$ cat src/rtl/core/bpa_pkg.sv
// ----------------------------------------------------------------------------
// bpa_pkg
// Shared codes, state type and controller/datapath interface structs for the
// buddy page allocator.
// ----------------------------------------------------------------------------
package bpa_pkg;

    localparam int WORD_W  = 32;
    localparam int ORDER_W = 4;
    localparam int CMD_W   = 2;

    localparam logic [CMD_W-1:0] CMD_ALLOC = 2'd0;
    localparam logic [CMD_W-1:0] CMD_FREE  = 2'd1;
    localparam logic [CMD_W-1:0] CMD_INIT  = 2'd2;
    localparam logic [CMD_W-1:0] CMD_NOP   = 2'd3;

    typedef enum logic [3:0] {
        DP_NOP,
        DP_LOAD,
        DP_LOAD_INIT,
        DP_SWEEP,
        DP_SCAN_RD,
        DP_SCAN_NEXT,
        DP_TAKE,
        DP_SPLIT_RD,
        DP_SPLIT_WR,
        DP_FREE_RD,
        DP_MERGE,
        DP_SET_RD,
        DP_SET_WR
    } dp_op_t;

    typedef enum logic [1:0] {
        RES_FAIL,
        RES_ZERO,
        RES_ALLOC,
        RES_FREE
    } res_t;

    typedef enum logic [3:0] {
        ST_IDLE,
        ST_CLR_RST,
        ST_CLR_INIT,
        ST_SCAN_RD,
        ST_SCAN_CHK,
        ST_SPLIT_RD,
        ST_SPLIT_WR,
        ST_FIN_ALLOC,
        ST_FREE_RD,
        ST_FREE_CHK,
        ST_SET_WR,
        ST_FIN_FAIL
    } state_t;

    typedef struct packed {
        dp_op_t op;
        logic   emit;
        res_t   res;
    } ctl_cmd_t;

    typedef struct packed {
        logic word_hit;
        logic last_word;
        logic k_max;
        logic k_gt_want;
        logic k_gt_want1;
        logic mate_set;
    } dp_stat_t;

endpackage

$ cat src/rtl/core/bpa_ctrl.sv
// ----------------------------------------------------------------------------
// bpa_ctrl
// Sequencer for allocate, free and init requests; drives datapath commands.
// ----------------------------------------------------------------------------
module bpa_ctrl #(
    parameter int MAX_ORDER = 10
) (
    input  logic                        clk,
    input  logic                        rst_n,
    input  logic                        start,
    input  logic [bpa_pkg::CMD_W-1:0]   cmd,
    input  logic [bpa_pkg::ORDER_W-1:0] order,
    input  bpa_pkg::dp_stat_t           stat,
    output bpa_pkg::ctl_cmd_t           ctl,
    output logic                        busy
);
    import bpa_pkg::*;

    state_t state_reg;
    state_t state_next;

    always_ff @(posedge clk or negedge rst_n)
    begin
        if (!rst_n)
        begin
            state_reg <= ST_CLR_RST;
        end
        else
        begin
            state_reg <= state_next;
        end
    end

    always_comb
    begin
        state_next = state_reg;
        ctl.op     = DP_NOP;
        ctl.emit   = 1'b0;
        ctl.res    = RES_FAIL;
        case (state_reg)
            ST_IDLE:
            begin
                if (start)
                begin
                    if (cmd == CMD_INIT)
                    begin
                        ctl.op     = DP_LOAD_INIT;
                        state_next = ST_CLR_INIT;
                    end
                    else if (cmd == CMD_NOP || order > ORDER_W'(MAX_ORDER))
                    begin
                        state_next = ST_FIN_FAIL;
                    end
                    else
                    begin
                        ctl.op     = DP_LOAD;
                        state_next = (cmd == CMD_ALLOC) ? ST_SCAN_RD : ST_FREE_RD;
                    end
                end
            end
            ST_CLR_RST:
            begin
                ctl.op = DP_SWEEP;
                if (stat.k_max && stat.last_word)
                begin
                    state_next = ST_IDLE;
                end
            end
            ST_CLR_INIT:
            begin
                ctl.op = DP_SWEEP;
                if (stat.k_max && stat.last_word)
                begin
                    ctl.emit   = 1'b1;
                    ctl.res    = RES_ZERO;
                    state_next = ST_IDLE;
                end
            end
            ST_SCAN_RD:
            begin
                ctl.op     = DP_SCAN_RD;
                state_next = ST_SCAN_CHK;
            end
            ST_SCAN_CHK:
            begin
                if (stat.word_hit)
                begin
                    ctl.op     = DP_TAKE;
                    state_next = stat.k_gt_want ? ST_SPLIT_RD : ST_FIN_ALLOC;
                end
                else if (stat.last_word && stat.k_max)
                begin
                    ctl.emit   = 1'b1;
                    ctl.res    = RES_FAIL;
                    state_next = ST_IDLE;
                end
                else
                begin
                    ctl.op     = DP_SCAN_NEXT;
                    state_next = ST_SCAN_RD;
                end
            end
            ST_SPLIT_RD:
            begin
                ctl.op     = DP_SPLIT_RD;
                state_next = ST_SPLIT_WR;
            end
            ST_SPLIT_WR:
            begin
                ctl.op     = DP_SPLIT_WR;
                state_next = stat.k_gt_want1 ? ST_SPLIT_RD : ST_FIN_ALLOC;
            end
            ST_FIN_ALLOC:
            begin
                ctl.emit   = 1'b1;
                ctl.res    = RES_ALLOC;
                state_next = ST_IDLE;
            end
            ST_FREE_RD:
            begin
                // at the top order there is no buddy: go straight to setting the bit
                if (stat.k_max)
                begin
                    ctl.op     = DP_SET_RD;
                    state_next = ST_SET_WR;
                end
                else
                begin
                    ctl.op     = DP_FREE_RD;
                    state_next = ST_FREE_CHK;
                end
            end
            ST_FREE_CHK:
            begin
                if (stat.mate_set)
                begin
                    ctl.op     = DP_MERGE;
                    state_next = ST_FREE_RD;
                end
                else
                begin
                    ctl.op     = DP_SET_RD;
                    state_next = ST_SET_WR;
                end
            end
            ST_SET_WR:
            begin
                ctl.op     = DP_SET_WR;
                ctl.emit   = 1'b1;
                ctl.res    = RES_FREE;
                state_next = ST_IDLE;
            end
            ST_FIN_FAIL:
            begin
                ctl.emit   = 1'b1;
                ctl.res    = RES_FAIL;
                state_next = ST_IDLE;
            end
            default:
            begin
                state_next = ST_IDLE;
            end
        endcase
    end

    assign busy = (state_reg != ST_IDLE);

endmodule

$ cat config.mk
export PLATFORM = sky130hd
export DESIGN_NAME = bpa_ctrl
export DESIGN_NICKNAME = d
export VERILOG_FILES = /design/src/rtl/core/bpa_pkg.sv /design/src/rtl/core/bpa_ctrl.sv
export SDC_FILE = /design/constraint.sdc
export NUM_CORES = 1
export LEC_CHECK = 0
export BUFFER_PORTS_ARGS = -buffer_cell sky130_fd_sc_hd__buf_2
export CAP_MARGIN = 20
export CORE_AREA = 4 4 41 43
export CTS_CLUSTER_DIAMETER = 200
export DETAILED_ROUTE_END_ITERATION = 10
export DIE_AREA = 0 0 45 47
export GPL_TIMING_DRIVEN = 0
export PLACE_DENSITY = 0.76
export SLEW_MARGIN = 10
export SYNTH_ARGS = -nofsm -noshare
export SYNTH_HDL_FRONTEND = slang
export SYNTH_SLANG_ARGS = --single-unit
$ cat constraint.sdc
create_clock -name clk -period 2.4 [get_ports clk]
set_clock_uncertainty 0.05 [all_clocks]
set_input_delay 0.6 -clock clk [delete_from_list [all_inputs] [get_ports clk]]
set_output_delay 0.6 -clock clk [all_outputs]
set_load 0.005 [all_outputs]
==> results.toml <==
[critical_path]
crit_family = "flip-flops"
crit_buf_inv = 2
worst_path_max_delay_cell = "dfrtp_1"
worstPathRequired_ns = 1.75
end_kind = "primary output"
cp.arrival_ns = 1.62
critical_path_class = "register to primary output"
worstSetupStartpointType = "register"
cp_common_cell = "buf_2"
crit_chain = "buf_2 -> nor2_1 -> nand2_1 -> o311ai_1 -> o221ai_1 -> buf_2"
critPathMaxStageDelay_ns = 0.49
cp_max_fo = 10

[final_layout]
design_area_sq_um = 771
antenna_cells = 0
fill_cells = 131
seq_area_sq_um = 101
synthToLayoutAreaGrowth_pct = 25.2
largest_reg_flops = 4
multi_input_area_sq_um = 429
final_util_pct = 59.2
nNetsFinal = 126
layout-drive-gt1-share_pct = 38.2

[floorplan]
dieWidth_um = 45
start_util_pct = 47.3
die-area_sq_um = 2120
coreArea_sq_um = 1300
num_io_pins = 23
core.rowCount = 13
die_y_um = 47

[cts]
clk_root_buffer_cell = "clkbuf_4"
cts_resized = 0
insertion_delay_ns = 0.26
cts_hold_buf = 0
cts_buffers = 3
cts_sinks = 4
clockBufferDepth = 2
h-tree-depth = 1
cts_setup_buffers = 0
cts_tree = "yes"
clkTransAtPathRegs_ns = 0.04

[power]
ir_drop_mv = 0.646
clkPwrFrac_pct = 11.6
p_per_area_nw_per_um2 = 1110
p_int_w = 0.000446
power_frac_seq_pct = 15.4
power.switching_w = 0.000407
p_leak_nw = 0.352
p_sw_share_pct = 47.7
p_comb_share_pct = 72.9

[timing]
setup_tns_ns = 0
setup_slack_ns = 0.133
rsz0062_at_grt = "no"
setup_viol = 0
slew_violations = 0
worst_pin_slew_ns = 0.362
max_freq_mhz = 441
hold_slack_ns = 0.0837
fin_crit_ns = 2.27
hold_viol = 0
slew_headroom_pct = 75.7
fin_crit_sh_pct = 94.4

[global_routing]
grt_pass1_wl_um = 2670
grt_max_degree = 11
grt_pass1_vias = 637
antenna_found_initial = 0
gr-total-overflow = 0
grtUsageTotal_pct = 18.2

[yosys]
syn_area_per_cell_sq_um = 7.33
yosys_warnings = 0
yosysSeqAreaShare_pct = 16.5
ys.flop_type = "dfrtp_1"
async_reset_ff_share_pct = 100
synth.cell_area_sq_um = 616
synth_seq_cells = 4
synth_edf_count = 0
synthCells = 84
yosysUniqueCellTypes = 41
synth_nets = 99

[placed_design]
dpl_cell_area_sq_um = 744
place_congestion = 0.885
dp_hpwl_um = 1220
dpl_worst_slack_ns = 0.242
port_buffers = 22

[detailed_routing]
drc = 0
drtPass1Iterations = 4
wirelength_um = 1640
vias = 725
first_iter_violations = 16
ant_nets = 0
drt-wirelength-per-cell_um = 13.1
viasPerCell = 5.80

[run_status]
status = "completed"

[hold_path]
hold_path_class = "input port to async pin"

[run]
drv_cap = 0
area by class of cell:
class                           instances  share of cell area [%]
Multi-Input combinational cell         67                    55.7
Timing Repair Buffer                   22                    14.3
Sequential cell                         4                    13.1
Buffer                                  8                    8.60
Clock buffer                            4                    3.41
Inverter                                5                    2.44
Tap cell                               15                    2.44
cells in the mapped netlist (2+ instances only):
| cell | number | area share (%) |
|---|---|---|
| nand2_1 | 10 | 6.1 |
| a21oi_1 | 8 | 6.5 |
| nor2_1 | 5 | 3.0 |
| buf_4 | 3 | 3.7 |
| buf_6 | 3 | 5.5 |
| dfrtp_1 | 3 | 12 |
| inv_1 | 3 | 1.8 |
| nand2b_1 | 3 | 3.0 |
| nand3_1 | 3 | 2.4 |
| nor3_1 | 3 | 2.4 |
| o22ai_1 | 3 | 3.0 |
| a21o_1 | 2 | 2.4 |
| a31oi_1 | 2 | 2.0 |
| and2b_1 | 2 | 2.4 |
| buf_2 | 2 | 1.6 |
| inv_2 | 2 | 1.2 |
| o21ai_0 | 2 | 1.6 |
| o311ai_1 | 2 | 2.8 |
cells in the final DEF, fill, tap and decap left out, types with 2 or more instances in the layout:
cell type / synthesis / final
a21o_1: 2 / 2
a21oi_1: 8 / 8
a31oi_1: 2 / 2
and2b_1: 2 / 2
buf_2: 2 / 24
buf_4: 3 / 3
buf_6: 3 / 3
clkbuf_4: 0 / 3
dfrtp_1: 3 / 3
inv_1: 3 / 3
inv_2: 2 / 2
nand2_1: 10 / 10
nand2b_1: 3 / 3
nand3_1: 3 / 3
nor2_1: 5 / 5
nor3_1: 3 / 3
o21ai_0: 2 / 2
o22ai_1: 3 / 3
o311ai_1: 2 / 2
final timing paths:
path / start / to / slack, ns / cells after the start
max reg2reg: state_reg[0]$_DFFE_PN1P_ / state_reg[1]$_DFFE_PN0P_ / 0.88 / 5
min reg2reg: state_reg[1]$_DFFE_PN0P_ / state_reg[3]$_DFFE_PN0P_ / 0.59 / 2
max in group asynchronous: rst_n / state_reg[0]$_DFFE_PN1P_ / 2.00 / 1
min: rst_n / state_reg[3]$_DFFE_PN0P_ / 0.08 / 1
max: state_reg[3]$_DFFE_PN0P_ / ctl[4] / 0.13 / 6
min in group clk: state_reg[1]$_DFFE_PN0P_ / state_reg[3]$_DFFE_PN0P_ / 0.59 / 2
logic make-up after synthesis:
kind of cell | share of synthesized area (%)
buffers and inverters | 13.8
AO/OA/AOI/OAI | 35.0
XOR/XNOR | 1.42
flip-flops | 16.5
AND/OR/NAND/NOR | 31.7
multiplexers | 1.63
power by group through the flow:
stage	sequential, W	combinational (W)	clock, W
after detailed placement	0.000131	0.000618	0
after global placement	0.000129	0.000612	0
after CTS	0.000130	0.000621	0.000100
after global routing	0.000136	0.000690	0.000112
final	0.000132	0.000622	0.0000993
after floorplan	0.000121	0.000455	0
metal layers:
metal	track usage (%)	routed length, um	up-vias
met2	29.7	780	30
li1	-	-	362
met4	12.3	46	0
met1	20.3	712	329
met3	5.75	96	4
met5	0	0	-
metrics by stage:
step	instances	total power, W
6_report	125	0.000853
5_1_grt	125	0.000939
4_1_cts	125	0.000851
3_5_place_dp	121	0.000749
3_3_place_gp	121	0.000742
2_1_floorplan	84	0.000576
No activity file was read; power rests on OpenSTA's default activity.
